===== config.mk =====
export PLATFORM = sky130hd
export DESIGN_NAME = bounded_deque_with_remove_flat
export DESIGN_NICKNAME = d
export VERILOG_FILES = /design/src/design/bdq_pkg.sv /design/src/design/bdq_req_if.sv /design/src/design/bdq_rsp_if.sv /design/src/design/bounded_deque_with_remove.sv /design/src/design/bdq_ram.sv /design/src/design/bdq_datapath.sv /design/src/design/bdq_ctrl.sv /design/src/flat_wrapper.sv
export SDC_FILE = /design/constraint.sdc
export NUM_CORES = 2
export LEC_CHECK = 0
export BUFFER_PORTS_ARGS = -buffer_cell sky130_fd_sc_hd__buf_2
export CORE_MARGIN = 2
export CORE_UTILIZATION = 67
export DETAILED_ROUTE_END_ITERATION = 10
export HOLD_SLACK_MARGIN = 0.02
export PLACE_DENSITY = 0.84
export SLEW_MARGIN = 30
export SYNTH_ARGS = -nofsm -noshare
export SYNTH_HDL_FRONTEND = slang
export SYNTH_SLANG_ARGS = --single-unit

===== constraint.sdc =====
create_clock -name clk -period 17.37 [get_ports clk]
set_clock_uncertainty 0.05 [all_clocks]
set_input_delay 0.8685 -clock clk [delete_from_list [all_inputs] [get_ports clk]]
set_output_delay 0.8685 -clock clk [all_outputs]
set_load 0.005 [all_outputs]

===== src/design/bdq_pkg.sv =====
// Shared types and codes for the bounded deque with removal.
// No dependencies; every other design file but bdq_ram imports this package.
package bdq_pkg;

  localparam int OP_W         = 3;
  localparam int VALUE_PORT_W = 32;
  localparam int STATUS_W     = 2;
  localparam int COUNT_OUT_W  = 7;

  localparam logic [OP_W-1:0] OP_PUSH_FRONT = 3'd0;
  localparam logic [OP_W-1:0] OP_PUSH_BACK  = 3'd1;
  localparam logic [OP_W-1:0] OP_POP_FRONT  = 3'd2;
  localparam logic [OP_W-1:0] OP_POP_BACK   = 3'd3;
  localparam logic [OP_W-1:0] OP_REMOVE     = 3'd4;

  typedef enum logic [STATUS_W-1:0] {
    ST_OK      = 2'd0,
    ST_EMPTY   = 2'd1,
    ST_FULL    = 2'd2,
    ST_MISSING = 2'd3
  } status_t;

  // Controller to datapath.
  typedef struct packed {
    logic    load;
    logic    push_front;
    logic    push_back;
    logic    pop_front;
    logic    pop_back;
    logic    walk_start;
    logic    walk_step;
    logic    drop;
    logic    rd_en;
    logic    rd_back;
    logic    cap_front;
    logic    cap_back;
    logic    emit;
    status_t code;
  } bdq_cmd_t;

  // Datapath to controller.
  typedef struct packed {
    logic [OP_W-1:0] op;
    logic            empty;
    logic            full;
    logic            count_is_one;
    logic            walk_last;
    logic            found;
    logic            out_free;
  } bdq_stat_t;

endpackage


===== src/design/bdq_req_if.sv =====
// Request channel: valid/ready handshake with operation and value.
// Depends on bdq_pkg.
interface bdq_req_if import bdq_pkg::*; ();
  logic                           valid;
  logic                           ready;
  logic [OP_W-1:0]                operation;
  logic signed [VALUE_PORT_W-1:0] value;

  modport source(output valid, output operation, output value, input ready);
  modport sink(input valid, input operation, input value, output ready);
endinterface


===== src/design/bdq_rsp_if.sv =====
// Response channel: valid/ready handshake with status, count, front and back.
// Depends on bdq_pkg.
interface bdq_rsp_if import bdq_pkg::*; ();
  logic                           valid;
  logic                           ready;
  logic [STATUS_W-1:0]            status;
  logic [COUNT_OUT_W-1:0]         entry_count;
  logic signed [VALUE_PORT_W-1:0] front_value;
  logic signed [VALUE_PORT_W-1:0] back_value;

  modport source(output valid, output status, output entry_count, output front_value,
                 output back_value, input ready);
  modport sink(input valid, input status, input entry_count, input front_value,
               input back_value, output ready);
endinterface


===== src/design/bounded_deque_with_remove.sv =====
// Bounded double-ended queue of up to CAPACITY values with removal by value.
// Each request (push front, push back, pop front, pop back, remove first
// match counted from the front) returns one item: status (ok, empty, full,
// not found), the count afterwards, and the front and back values (zero when
// the queue is empty). Values are held in a ring buffer in one RAM; the front
// and back values are kept in registers so pushes need no read. Requests are
// handled one at a time by the controller. A pop that leaves entries behind
// takes the new front or back from a registered RAM read. Remove walks the
// entries through the single RAM read port one per cycle and shifts the tail
// up through the write port behind it; when the value is found and entries
// remain, it then refreshes the front and back with registered reads.
// A new request is taken while the previous result still waits in the
// output register. No clearing pass after reset: only written entries are
// ever read.
// Depends on bdq_pkg, bdq_req_if, bdq_rsp_if, bdq_ctrl, bdq_datapath.
module bounded_deque_with_remove import bdq_pkg::*; #(
  parameter int CAPACITY    = 64,
  parameter int VALUE_WIDTH = 32
) (
  input  logic       clk,
  input  logic       rst,
  bdq_req_if.sink    req,
  bdq_rsp_if.source  rsp
);

  bdq_cmd_t  cmd;
  bdq_stat_t stat;

  // Sequencer: decode, walk, refresh reads, result hand-off.
  bdq_ctrl u_ctrl (
    .clk       (clk),
    .rst       (rst),
    .req_valid (req.valid),
    .req_ready (req.ready),
    .stat      (stat),
    .cmd       (cmd)
  );

  // Ring pointers, entry store, caches and result register.
  bdq_datapath #(
    .CAPACITY    (CAPACITY),
    .VALUE_WIDTH (VALUE_WIDTH)
  ) u_dp (
    .clk        (clk),
    .rst        (rst),
    .cmd        (cmd),
    .stat       (stat),
    .operation  (req.operation),
    .value      (req.value),
    .rsp_valid  (rsp.valid),
    .rsp_ready  (rsp.ready),
    .rsp_status (rsp.status),
    .rsp_count  (rsp.entry_count),
    .rsp_front  (rsp.front_value),
    .rsp_back   (rsp.back_value)
  );

  // One item in flight: an accepted request closes the input next cycle.
  a_one_in_flight: assert property (@(posedge clk) disable iff (rst)
    (req.valid && req.ready) |=> !req.ready)
    else $error("request accepted while busy");

  // A push is never carried out on a full queue.
  a_no_push_full: assert property (@(posedge clk) disable iff (rst)
    (cmd.push_front || cmd.push_back) |-> !stat.full)
    else $error("push on full queue");

  // Full reports carry the full count; empty reports carry zero.
  a_full_count: assert property (@(posedge clk) disable iff (rst)
    (rsp.valid && rsp.status == ST_FULL) |-> (rsp.entry_count == COUNT_OUT_W'(CAPACITY)))
    else $error("full status with wrong count");

  a_empty_count: assert property (@(posedge clk) disable iff (rst)
    (rsp.valid && rsp.status == ST_EMPTY) |-> (rsp.entry_count == '0))
    else $error("empty status with nonzero count");

endmodule


===== src/design/bdq_ram.sv =====
// Generic simple dual-port RAM: one write port, one registered read port.
// No dependencies.
module bdq_ram #(
  parameter int WIDTH = 32,
  parameter int DEPTH = 64,
  localparam int AW = $clog2(DEPTH)
) (
  input  logic             clk,
  input  logic             we,
  input  logic [AW-1:0]    waddr,
  input  logic [WIDTH-1:0] wdata,
  input  logic             re,
  input  logic [AW-1:0]    raddr,
  output logic [WIDTH-1:0] rdata
);

  logic [WIDTH-1:0] mem [DEPTH];

  always_ff @(posedge clk) begin
    if (we) begin
      mem[waddr] <= wdata;
    end
    if (re) begin
      rdata <= mem[raddr];
    end
  end

endmodule


===== src/design/bdq_datapath.sv =====
// Deque datapath: ring pointers, entry store, front/back caches, removal walk
// and the result register. Depends on bdq_pkg and bdq_ram.
module bdq_datapath import bdq_pkg::*; #(
  parameter int CAPACITY    = 64,
  parameter int VALUE_WIDTH = 32
) (
  input  logic                           clk,
  input  logic                           rst,
  input  bdq_cmd_t                       cmd,
  output bdq_stat_t                      stat,
  input  logic [OP_W-1:0]                operation,
  input  logic signed [VALUE_PORT_W-1:0] value,
  output logic                           rsp_valid,
  input  logic                           rsp_ready,
  output logic [STATUS_W-1:0]            rsp_status,
  output logic [COUNT_OUT_W-1:0]         rsp_count,
  output logic signed [VALUE_PORT_W-1:0] rsp_front,
  output logic signed [VALUE_PORT_W-1:0] rsp_back
);

  localparam int PW = $clog2(CAPACITY);
  localparam int CW = $clog2(CAPACITY + 1);
  localparam int SW = CW + 1;

  logic [OP_W-1:0]        op_q;
  logic [VALUE_WIDTH-1:0] val_q;
  logic [PW-1:0]          front_pos;
  logic [CW-1:0]          count;
  logic [VALUE_WIDTH-1:0] front_val;
  logic [VALUE_WIDTH-1:0] back_val;
  logic [CW-1:0]          issue_pos;
  logic [CW-1:0]          data_pos;
  logic                   data_valid;
  logic                   found;
  logic                   out_valid;

  logic [63:0]            val_wide;
  logic                   empty;
  logic [PW-1:0]          front_dec;
  logic [PW-1:0]          front_inc;
  logic                   issue;
  logic                   walk_wr;
  logic                   hit;
  logic [CW-1:0]          rd_k;
  logic [CW-1:0]          wr_k;
  logic                   ram_we;
  logic [PW-1:0]          ram_waddr;
  logic [VALUE_WIDTH-1:0] ram_wdata;
  logic                   ram_re;
  logic [PW-1:0]          ram_raddr;
  logic [VALUE_WIDTH-1:0] ram_rdata;

  // Ring slot of logical position k.
  function automatic logic [PW-1:0] slot_of(input logic [PW-1:0] base, input logic [CW-1:0] k);
    logic [SW-1:0] s;
    s = SW'(base) + SW'(k);
    if (s >= SW'(CAPACITY)) begin
      s = s - SW'(CAPACITY);
    end
    return s[PW-1:0];
  endfunction

  function automatic logic [VALUE_PORT_W-1:0] to_port(input logic [VALUE_WIDTH-1:0] x);
    logic [63:0] w;
    w = 64'(x);
    return w[VALUE_PORT_W-1:0];
  endfunction

  assign val_wide  = {32'd0, value};
  assign empty     = (count == '0);
  assign front_dec = (front_pos == '0) ? PW'(CAPACITY - 1) : front_pos - PW'(1);
  assign front_inc = (front_pos == PW'(CAPACITY - 1)) ? '0 : front_pos + PW'(1);

  assign issue   = cmd.walk_step && (issue_pos < count);
  assign walk_wr = cmd.walk_step && data_valid && found;
  assign hit     = data_valid && !found && (ram_rdata == val_q);

  assign rd_k = cmd.walk_step ? issue_pos : (cmd.rd_back ? count - CW'(1) : '0);
  assign wr_k = cmd.push_back ? count : data_pos - CW'(1);

  // Walk shifts each entry behind the match up by one place.
  assign ram_we    = cmd.push_front || cmd.push_back || walk_wr;
  assign ram_waddr = cmd.push_front ? front_dec : slot_of(front_pos, wr_k);
  assign ram_wdata = walk_wr ? ram_rdata : val_q;
  assign ram_re    = issue || cmd.rd_en;
  assign ram_raddr = slot_of(front_pos, rd_k);

  bdq_ram #(
    .WIDTH (VALUE_WIDTH),
    .DEPTH (CAPACITY)
  ) u_store (
    .clk   (clk),
    .we    (ram_we),
    .waddr (ram_waddr),
    .wdata (ram_wdata),
    .re    (ram_re),
    .raddr (ram_raddr),
    .rdata (ram_rdata)
  );

  always_ff @(posedge clk) begin
    if (rst) begin
      front_pos  <= '0;
      count      <= '0;
      issue_pos  <= '0;
      data_valid <= 1'b0;
      found      <= 1'b0;
      out_valid  <= 1'b0;
    end else begin
      priority if (cmd.push_front) begin
        front_pos <= front_dec;
        count     <= count + CW'(1);
      end else if (cmd.push_back) begin
        count <= count + CW'(1);
      end else if (cmd.pop_front) begin
        front_pos <= front_inc;
        count     <= count - CW'(1);
      end else if (cmd.pop_back || cmd.drop) begin
        count <= count - CW'(1);
      end else begin
        count <= count;
      end

      if (cmd.walk_start) begin
        issue_pos  <= '0;
        data_valid <= 1'b0;
        found      <= 1'b0;
      end else if (cmd.walk_step) begin
        if (issue) begin
          issue_pos <= issue_pos + CW'(1);
        end
        data_valid <= issue;
        if (hit) begin
          found <= 1'b1;
        end
      end

      if (cmd.emit) begin
        out_valid <= 1'b1;
      end else if (rsp_ready) begin
        out_valid <= 1'b0;
      end
    end
  end

  // Payload registers.
  always_ff @(posedge clk) begin
    if (cmd.load) begin
      op_q  <= operation;
      val_q <= val_wide[VALUE_WIDTH-1:0];
    end
    if (cmd.walk_step && issue) begin
      data_pos <= issue_pos;
    end
    if (cmd.push_front) begin
      front_val <= val_q;
      if (empty) begin
        back_val <= val_q;
      end
    end
    if (cmd.push_back) begin
      back_val <= val_q;
      if (empty) begin
        front_val <= val_q;
      end
    end
    if (cmd.cap_front) begin
      front_val <= ram_rdata;
    end
    if (cmd.cap_back) begin
      back_val <= ram_rdata;
    end
    if (cmd.emit) begin
      rsp_status <= cmd.code;
      rsp_count  <= COUNT_OUT_W'(count);
      rsp_front  <= empty ? '0 : to_port(front_val);
      rsp_back   <= empty ? '0 : to_port(back_val);
    end
  end

  assign rsp_valid = out_valid;

  assign stat.op           = op_q;
  assign stat.empty        = empty;
  assign stat.full         = (count == CW'(CAPACITY));
  assign stat.count_is_one = (count == CW'(1));
  assign stat.walk_last    = data_valid && (data_pos == count - CW'(1));
  assign stat.found        = found;
  assign stat.out_free     = !out_valid || rsp_ready;

endmodule


===== src/design/bdq_ctrl.sv =====
// Deque controller: sequences one request at a time through decode, removal
// walk, front/back refresh reads and result hand-off. Depends on bdq_pkg.
module bdq_ctrl import bdq_pkg::*; (
  input  logic      clk,
  input  logic      rst,
  input  logic      req_valid,
  output logic      req_ready,
  input  bdq_stat_t stat,
  output bdq_cmd_t  cmd
);

  typedef enum logic [2:0] {
    S_IDLE,
    S_DECIDE,
    S_WALK,
    S_WALK_END,
    S_RD_ISSUE,
    S_RD_CAP,
    S_DONE
  } state_t;

  state_t  state;
  status_t code;
  logic    rd_back;
  logic    rd_both;

  assign req_ready = (state == S_IDLE);

  always_comb begin
    cmd         = '0;
    cmd.code    = code;
    cmd.rd_back = rd_back;
    unique case (state)
      S_IDLE: begin
        cmd.load = req_valid;
      end
      S_DECIDE: begin
        unique case (stat.op)
          OP_PUSH_FRONT: cmd.push_front = !stat.full;
          OP_PUSH_BACK:  cmd.push_back  = !stat.full;
          OP_POP_FRONT:  cmd.pop_front  = !stat.empty;
          OP_POP_BACK:   cmd.pop_back   = !stat.empty;
          OP_REMOVE:     cmd.walk_start = !stat.empty;
          default:       cmd.load       = 1'b0;
        endcase
      end
      S_WALK: begin
        cmd.walk_step = 1'b1;
      end
      S_WALK_END: begin
        cmd.drop = stat.found;
      end
      S_RD_ISSUE: begin
        cmd.rd_en = 1'b1;
      end
      S_RD_CAP: begin
        cmd.cap_front = !rd_back;
        cmd.cap_back  = rd_back;
      end
      S_DONE: begin
        cmd.emit = stat.out_free;
      end
      default: begin
        cmd.load = 1'b0;
      end
    endcase
  end

  always_ff @(posedge clk) begin
    if (rst) begin
      state   <= S_IDLE;
      code    <= ST_OK;
      rd_back <= 1'b0;
      rd_both <= 1'b0;
    end else begin
      unique case (state)
        S_IDLE: begin
          if (req_valid) begin
            state <= S_DECIDE;
          end
        end
        S_DECIDE: begin
          code    <= ST_OK;
          rd_both <= 1'b0;
          state   <= S_DONE;
          unique case (stat.op)
            OP_PUSH_FRONT, OP_PUSH_BACK: begin
              if (stat.full) begin
                code <= ST_FULL;
              end
            end
            OP_POP_FRONT, OP_POP_BACK: begin
              if (stat.empty) begin
                code <= ST_EMPTY;
              end else if (!stat.count_is_one) begin
                rd_back <= (stat.op == OP_POP_BACK);
                state   <= S_RD_ISSUE;
              end
            end
            OP_REMOVE: begin
              if (stat.empty) begin
                code <= ST_EMPTY;
              end else begin
                state <= S_WALK;
              end
            end
            default: begin
              code <= ST_OK;
            end
          endcase
        end
        S_WALK: begin
          if (stat.walk_last) begin
            state <= S_WALK_END;
          end
        end
        S_WALK_END: begin
          if (!stat.found) begin
            code  <= ST_MISSING;
            state <= S_DONE;
          end else if (stat.count_is_one) begin
            state <= S_DONE;
          end else begin
            rd_back <= 1'b0;
            rd_both <= 1'b1;
            state   <= S_RD_ISSUE;
          end
        end
        S_RD_ISSUE: begin
          state <= S_RD_CAP;
        end
        S_RD_CAP: begin
          if (rd_both && !rd_back) begin
            rd_back <= 1'b1;
            state   <= S_RD_ISSUE;
          end else begin
            state <= S_DONE;
          end
        end
        S_DONE: begin
          if (stat.out_free) begin
            state <= S_IDLE;
          end
        end
        default: begin
          state <= S_IDLE;
        end
      endcase
    end
  end

endmodule


===== src/flat_wrapper.sv =====
// flat-port wrapper written by rule: the top's interface ports become plain ports
module bounded_deque_with_remove_flat import bdq_pkg::*;
#(
  parameter int CAPACITY    = 64,
  parameter int VALUE_WIDTH = 32
)
  (clk, rst, req_valid, req_operation, req_value, req_ready, rsp_valid, rsp_status, rsp_entry_count, rsp_front_value, rsp_back_value, rsp_ready);
  bdq_req_if req_i ();
  bdq_rsp_if rsp_i ();
  input  logic clk;
  input  logic rst;
  input wire logic [$bits(req_i.valid)-1:0] req_valid;
  input wire logic [$bits(req_i.operation)-1:0] req_operation;
  input wire logic [$bits(req_i.value)-1:0] req_value;
  output wire logic [$bits(req_i.ready)-1:0] req_ready;
  output wire logic [$bits(rsp_i.valid)-1:0] rsp_valid;
  output wire logic [$bits(rsp_i.status)-1:0] rsp_status;
  output wire logic [$bits(rsp_i.entry_count)-1:0] rsp_entry_count;
  output wire logic [$bits(rsp_i.front_value)-1:0] rsp_front_value;
  output wire logic [$bits(rsp_i.back_value)-1:0] rsp_back_value;
  input wire logic [$bits(rsp_i.ready)-1:0] rsp_ready;
  assign req_i.valid = req_valid;
  assign req_i.operation = req_operation;
  assign req_i.value = req_value;
  assign req_ready = req_i.ready;
  assign rsp_valid = rsp_i.valid;
  assign rsp_status = rsp_i.status;
  assign rsp_entry_count = rsp_i.entry_count;
  assign rsp_front_value = rsp_i.front_value;
  assign rsp_back_value = rsp_i.back_value;
  assign rsp_i.ready = rsp_ready;
  bounded_deque_with_remove #(.CAPACITY(CAPACITY), .VALUE_WIDTH(VALUE_WIDTH)) u_core (.clk(clk), .rst(rst), .req(req_i), .rsp(rsp_i));
endmodule

After elaboration in Yosys (flattened, before gate mapping)
Memories as Yosys holds them, arrays and structs flattened. A register that Yosys moved wholly into a read port is not among the register bits.
Cells that the tools add are included.
Word-level totals
  memories kept: 1
  bits in registers: 209
  RAM bits: 2048
  output and inout port bits: 75
  input port bits: 39
  word-level logic and storage cells: 165
Memories
  u_core.u_dp.u_store.mem: words 64, width 32, rd ports 1, clocked after Yosys merged registers in 1, wr ports 1, RTL line bdq_ram.sv:17  | logic [WIDTH-1:0] mem [DEPTH];
Operators by class
  order comparisons: 3
  $add $sub $neg: 10
  reductions and logical operators: 41
  equality and inequality tests: 26
  multiplexer cells: 65
Operators with widths (number)
  2-to-1 mux 32 bit: 9
  2-to-1 mux 7 bit: 7
  2-to-1 mux 6 bit: 8
  equality test 32 bit: 1
  2-to-1 mux 1 bit: 23
  case mux 3 bit (7 select lines): 1
  subtractor 6 x 1 -> 6 bit, second input constant: 3
  adder 6 x 7 -> 8 bit: 2
  greater-or-equal comparator 8 x 7 -> 1 bit, second input constant: 2
  inequality test 2 bit, second input constant: 8
  2-to-1 mux 3 bit: 5
  adder 7 x 1 -> 7 bit, second input constant: 2
  subtractor 7 x 1 -> 7 bit, second input constant: 2
  equality test 3 x 2 -> 1 bit, second input constant: 4
  equality test 3 bit, second input constant: 4
  2-to-1 mux 2 bit: 6
  AND reduction 2 bit: 5
  nonzero test 3 bit: 3
  logical AND 1 bit: 8
  case mux 2 bit (2 select lines): 2
  equality test 7 x 1 -> 1 bit, second input constant: 1
  equality test 7 bit: 1
  equality test 7 bit, second input constant: 1
  logical NOT 7 bit: 1
  other kinds (19): 36

Logic depth before layout (Yosys ltp)
  depth in word-level cells: 9
  gate-level depth with buffers: 16
  mapped depth without buffers: 14

Hierarchy
A second synthesis with hierarchy kept.
Second synthesis, totals
  cells, all modules: 4190
  area total of the unflattened synthesis: 89027.9 sq um
Modules (own cells, without submodules)
  bdq_ram: instances 1, area each 78840.6 sq um, seq. area each 62459.9 sq um, cells an instance 3324
  bdq_datapath: instances 1, area each 9604.2 sq um, seq. area each 5515.3 sq um, cells an instance 781
  bdq_ctrl: instances 1, area each 583.1 sq um, seq. area each 140.1 sq um, cells an instance 85

Worst setup path after synthesis
OpenSTA, ideal clock, no wires.
  path type: flip-flop to flip-flop
  from: register u_core.u_dp.count[0]
  to: memory u_core.u_dp.u_store.mem[11][0] (enable)
  cell stages (with the launch flop): 16
  clock period less this slack: 6134 ps
  data arrival time: 5622 ps
  library setup time: 461 ps
  slack: 11236 ps
  path buffers: 2
  required time: 16859 ps
  cell sequence: dfxtp_1 > inv_1 > ha_1 > a311oi_4 > nand2_2 > clkbuf_1 > a21oi_1 > ha_1 > a21oi_1 > o21ai_0 > o21a_1 > nor2_1 > xnor3_1 > mux2_4 > buf_6 > nor3_1
On the way
  cells in the longest elaborated chain, start to end: 9
  elaborated cells between the ends (all ways): 15
  those cells by class: 2 x add/sub; 1 x order compare; 1 x eq/ne; 8 x mux; 3 x reduce/logical
RTL lines
  start: declaration: RTL line bdq_datapath.sv:28  | logic [CW-1:0] count;
  start signal: assignment: RTL line bdq_datapath.sv:112  | count <= count + CW'(1);
  start signal: assignment: RTL line bdq_datapath.sv:114  | count <= count + CW'(1);
  start signal: assignment: RTL line bdq_datapath.sv:117  | count <= count - CW'(1);
  equality test 7 bit: RTL line bdq_datapath.sv:185  | assign stat.full = (count == CW'(CAPACITY));
  logical NOT 1 bit: RTL line bdq_ctrl.sv:39, bdq_ctrl.sv:40
  2-to-1 mux 1 bit: RTL line bdq_ctrl.sv:38  | unique case (stat.op)
  2-to-1 mux 5 bit: RTL line bdq_ctrl.sv:33  | unique case (state)
  2-to-1 mux 7 bit: RTL line bdq_datapath.sv:79  | assign wr_k = cmd.push_back ? count : data_pos - CW'(1);
  adder 6 x 7 -> 8 bit: RTL line bdq_datapath.sv:56  | s = SW'(base) + SW'(k);
  greater-or-equal comparator 8 x 7 -> 1 bit or subtractor 6 x 1 -> 6 bit (tied branches): RTL line bdq_datapath.sv:57, bdq_datapath.sv:58
  2-to-1 mux 6 bit: RTL line bdq_datapath.sv:57  | if (s >= SW'(CAPACITY)) begin
  2-to-1 mux 6 bit: RTL line bdq_datapath.sv:83  | assign ram_waddr = cmd.push_front ? front_dec : slot_of(front_pos, wr_k);
  end: declaration: RTL line bdq_ram.sv:17
Parallel ways exist; a longest one is shown, timed or not.

Worst setup path after layout
  from: register u_core.u_ctrl.state[1]
  to: register u_core.u_dp.u_store.rdata[15], read port of u_core.u_dp.u_store.mem (data pin)
On the way
  cells in the longest elaborated chain, start to end: 6
  elaborated cells between the ends (all ways): 11
  those cells by class: 2 x add/sub; 1 x order compare; 2 x eq/ne; 4 x mux; 2 x reduce/logical
RTL lines
  start: declaration: RTL line bdq_ctrl.sv:22  | state_t state;
  start signal: assignment: RTL line bdq_ctrl.sv:71  | state <= S_IDLE;
  start signal: assignment: RTL line bdq_ctrl.sv:79  | state <= S_DECIDE;
  start signal: assignment: RTL line bdq_ctrl.sv:85  | state <= S_DONE;
  equality test 3 x 2 -> 1 bit: RTL line bdq_ctrl.sv:33
  2-to-1 mux 1 bit: RTL line bdq_ctrl.sv:33
  2-to-1 mux 7 bit: RTL line bdq_datapath.sv:78  | assign rd_k = cmd.walk_step ? issue_pos : (cmd.rd_back ? count - CW'(1) : '0);
  adder 6 x 7 -> 8 bit: RTL line bdq_datapath.sv:56
  greater-or-equal comparator 8 x 7 -> 1 bit or subtractor 6 x 1 -> 6 bit (tied branches): RTL line bdq_datapath.sv:57, bdq_datapath.sv:58
  2-to-1 mux 6 bit: RTL line bdq_datapath.sv:57
  end: declaration: RTL line bdq_ram.sv:14  | output logic [WIDTH-1:0] rdata
Parallel ways exist; a longest one is shown, timed or not.
A chain may end at the register's enable or synchronous reset.

==> results.py <==
metrics = {
    "status": {
        "status": "finished, final reports clean",
    },
    "placement": {
        "port_buffers": 113,
        "detailedPlacementHpwl_um": 123000,
        "globalplace.congestion": 0.864,
    },
    "synthesis": {
        "synth-seq-cells": 2289,
        "postSynthNetCount": 4694,
        "netlist_instances": 4628,
        "ys_warn_count": 0,
        "synth-async-reset-ratio": 0,
        "syn_area_um2": 90000,
        "synth_xor_area_frac": 0.00698,
        "count_of_different_cell_masters_after_synthesis": 58,
        "ys_dominant_reg_cell": "sky130_fd_sc_hd__edfxtp_1",
        "dominant_combinational_cell_family_by_area_after_synthesis": "multiplexers",
        "synth_enable_flop_cells": 2227,
        "post_synthesis_sequential_area_ratio": 0.757,
        "synth.mux.area_fraction": 0.151,
        "synth_compound_area_frac": 0.0189,
        "yosys.area_share.simple": 0.0494,
        "syn_avg_cell_area_um2": 19.5,
        "synth_fa_ha_area_frac": 0.00392,
    },
    "cts": {
        "ctsHoldBuffers": 0,
        "cts.repair.resized": 0,
        "cts_tree": "yes",
        "numClockSinks": 2289,
        "cts.path.max_buffers": 3,
        "ctsHtreeMaxLevel": 4,
        "tritoncts_buffers": 209,
        "latest_clock_arrival_within_the_worst_skew_pair_ps": 870,
        "cts_root_buffer": "sky130_fd_sc_hd__clkbuf_16",
        "path_clk_slew_ps": 70,
        "cts.repair_timing.setup_buffer_count": 0,
    },
    "timing": {
        "final.min_clock_period_ps": 7550,
        "slew_violations": 0,
        "setup_viol": 0,
        "finalCritPeriodShare": 0.435,
        "unrepaired_setup_endpoints_after_global_routing": "false",
        "tns_ps": 0,
        "worst_slew_margin_rel": 0.168,
        "worst_slew_pin_slew_ps": 1210,
        "fmaxAchievable_ghz": 0.132,
        "final_hold_viol_count": 0,
    },
    "worst_setup_path": {
        "regToRegStartpoint": "u_core.u_ctrl.state[1]$_SDFFE_PP0P_",
        "cp_cell_sequence": "nor3b_2, nand2_1, o21ai_0, ha_4, inv_1, fa_4, buf_4, buf_4, buf_6, mux4_2, nand2_1, and3_1, a31oi_1, mux2i_1, mux2i_1",
        "start_kind": "flop",
        "worst_path_max_delay_cell": "sky130_fd_sc_hd__fa_4",
        "critPathLaunch": "u_core.u_ctrl.state[1]$_SDFFE_PP0P_",
        "cp_num_buf_inv": 4,
        "crit_family": "buffers and inverters",
        "cp-end-kind": "flop",
        "cp_max_fo": 72,
        "critPathRequiredTime_ps": 17870,
        "worstPathArrival_ps": 8050,
        "critical_path_class": "reg2reg",
        "critical-path-max-stage-delay_ps": 1330,
    },
    "final_layout": {
        "drive_above_1_share": 0.244,
        "final_net_count": 4897,
        "most-common-layout-cells": "sky130_fd_sc_hd__edfxtp_1 (2227), sky130_fd_sc_hd__nand2_1 (580), sky130_fd_sc_hd__mux4_2 (512), sky130_fd_sc_hd__clkbuf_16 (209), sky130_fd_sc_hd__and3_1 (136)",
        "fillCellCount": 6377,
        "finalCoreUtilization": 0.750,
        "layout_commonest_cell": "sky130_fd_sc_hd__edfxtp_1",
        "combined_area_of_the_multi_input_logic_cells_um2": 21200,
        "areaGrowthSynthToFinish_pct": 11.2,
        "seqCellArea_um2": 68100,
    },
    "routing": {
        "routed_wl_um": 264000,
        "drc": 0,
        "detailroute.via_count": 51300,
        "initialDrtViolationCount": 10700,
        "detail_route.vias_per_cell": 7.57,
        "drt-pass1-iter-count": 6,
        "drtAntennaViolNets": 0,
        "wl_per_cell_um": 38.9,
    },
    "power": {
        "power_density_nw_per_um2": 117,
        "irDropWorstVdd_mv": 0.0885,
        "leakage_uw": 0.0327,
    },
    "global_routing": {
        "globalRouteTotalUtil": 0.382,
        "global_route.overflow_total": 0,
        "grt_pass1_vias": 50700,
        "pin_count_of_the_biggest_net_entering_global_routing": 167,
        "grt_first_pass_wirelength_um": 367000,
        "antenna_found_initial": 12,
    },
    "floorplan": {
        "dieArea_um2": 137000,
        "design.core.area_um2": 133000,
        "vertical_die_dimension_um": 371,
        "rows": 134,
        "initial_core_util": 0.675,
        "die_w_um": 371,
        "pin_count": 114,
    },
    "worst_hold_path": {
        "hold_path.class": "in2reg",
        "worstHoldStart": "req_value[18]",
    },
    "job": {
        "maxCapViolations": 0,
    },
}
## through the flow
| stage | area [um^2] | setup slack (ps) | cells | hold slack [ps] | power, uW |
|---|---|---|---|---|---|
| after floorplan | 90000 | 11240 | 4628 | 356 | 6880 |
| after global placement | 93200 | 9910 | 6383 | 366 | 7150 |
| after detailed placement | 93300 | 10120 | 6386 | 377 | 7190 |
| after CTS | 100000 | 9980 | 6766 | 99.5 | 11700 |
| after global routing | 100000 | 9760 | 6770 | 111 | 12000 |
| final | 100000 | 9820 | 6778 | 138 | 11800 |
## worst paths after layout
path,end,slack (ps),cells past startpoint
worst min register to register,u_core.u_dp.rsp_status[0]$_DFFE_PP_,390,0
worst max-delay path,u_core.u_dp.u_store.rdata[15]$_DFFE_PP_,9820,15
worst min-delay path,u_core.u_dp.val_q[18]$_DFFE_PP_,140,1
worst max register to register,u_core.u_dp.u_store.rdata[15]$_DFFE_PP_,9820,15
## power by group
| part | switching [uW] | internal, uW | total, uW |
|---|---|---|---|
| clock network | 2140 | 2470 | 4610 |
| logic | 582 | 301 | 882 |
| registers | 73.5 | 6200 | 6270 |
| total | 2790 | 8970 | 11800 |
## sequential cells by signal (all words and copies together), names as in the netlist, 2 cells and up
| name | cells |
|---|---|
| u_core.u_dp.val_q | 32 |
| u_core.u_dp.front_val | 32 |
| u_core.u_dp.rsp_status | 2 |
| u_core.u_ctrl.state | 3 |
| u_core.u_dp.back_val | 32 |
| u_core.u_dp.issue_pos | 7 |
| u_core.u_dp.rsp_back | 32 |
| u_core.u_dp.u_store.mem | 2048 |
| u_core.u_dp.data_pos | 7 |
| u_core.u_dp.front_pos | 6 |
| u_core.u_dp.u_store.rdata | 32 |
| u_core.u_dp.rsp_count | 7 |
| u_core.u_dp.rsp_front | 32 |
| u_core.u_dp.op_q | 3 |
| u_core.u_dp.count | 7 |
| u_core.u_ctrl.code | 2 |
## Yosys cell counts, types with 33 or more instances
| library cell | number | share of area |
|---|---|---|
| sky130_fd_sc_hd__nand2_1 | 584 | 0.024 |
| sky130_fd_sc_hd__o21ai_0 | 56 | 0.0031 |
| sky130_fd_sc_hd__xnor2_1 | 57 | 0.0055 |
| sky130_fd_sc_hd__mux2i_1 | 134 | 0.015 |
| sky130_fd_sc_hd__nor2_1 | 46 | 0.0019 |
| sky130_fd_sc_hd__buf_2 | 57 | 0.0032 |
| sky130_fd_sc_hd__nor3_1 | 75 | 0.0042 |
| sky130_fd_sc_hd__mux4_2 | 512 | 0.13 |
| sky130_fd_sc_hd__mux2_2 | 65 | 0.0081 |
| sky130_fd_sc_hd__edfxtp_1 | 2227 | 0.74 |
| sky130_fd_sc_hd__a31oi_1 | 134 | 0.0093 |
| sky130_fd_sc_hd__dfxtp_1 | 62 | 0.014 |
| sky130_fd_sc_hd__and2_1 | 65 | 0.0045 |
| sky130_fd_sc_hd__clkbuf_1 | 161 | 0.0067 |
| sky130_fd_sc_hd__buf_1 | 33 | 0.0014 |
| sky130_fd_sc_hd__and3_1 | 136 | 0.0094 |
| sky130_fd_sc_hd__a21oi_1 | 36 | 0.0020 |
## logic make-up after synthesis
logic type                 Yosys count
DFF                               2289
and+or+nand+nor                    977
AOI/OAI and AO/OA                  274
adders and majority gates           27
xor gates and xnor gates            68
buffers and inverters              281
muxes                              712
## metal layers
metal / global-route usage / routed length [um]
met1: 0.502 / 81700
met2: 0.584 / 123000
met3: 0.114 / 40900
met4: 0.209 / 17600
met5: 0 / 69
## layout make-up
class	instances	share of cell area
well taps	1768	0.0221
clock buffers	264	0.0551
repair buffers	252	0.0179
flip-flops and latches	2289	0.681
clock inverters	116	0.0112
multi-input cells	2058	0.212
inverters	21	0.000788
diodes	10	0.000250
Power figures use the tool's default switching activity.
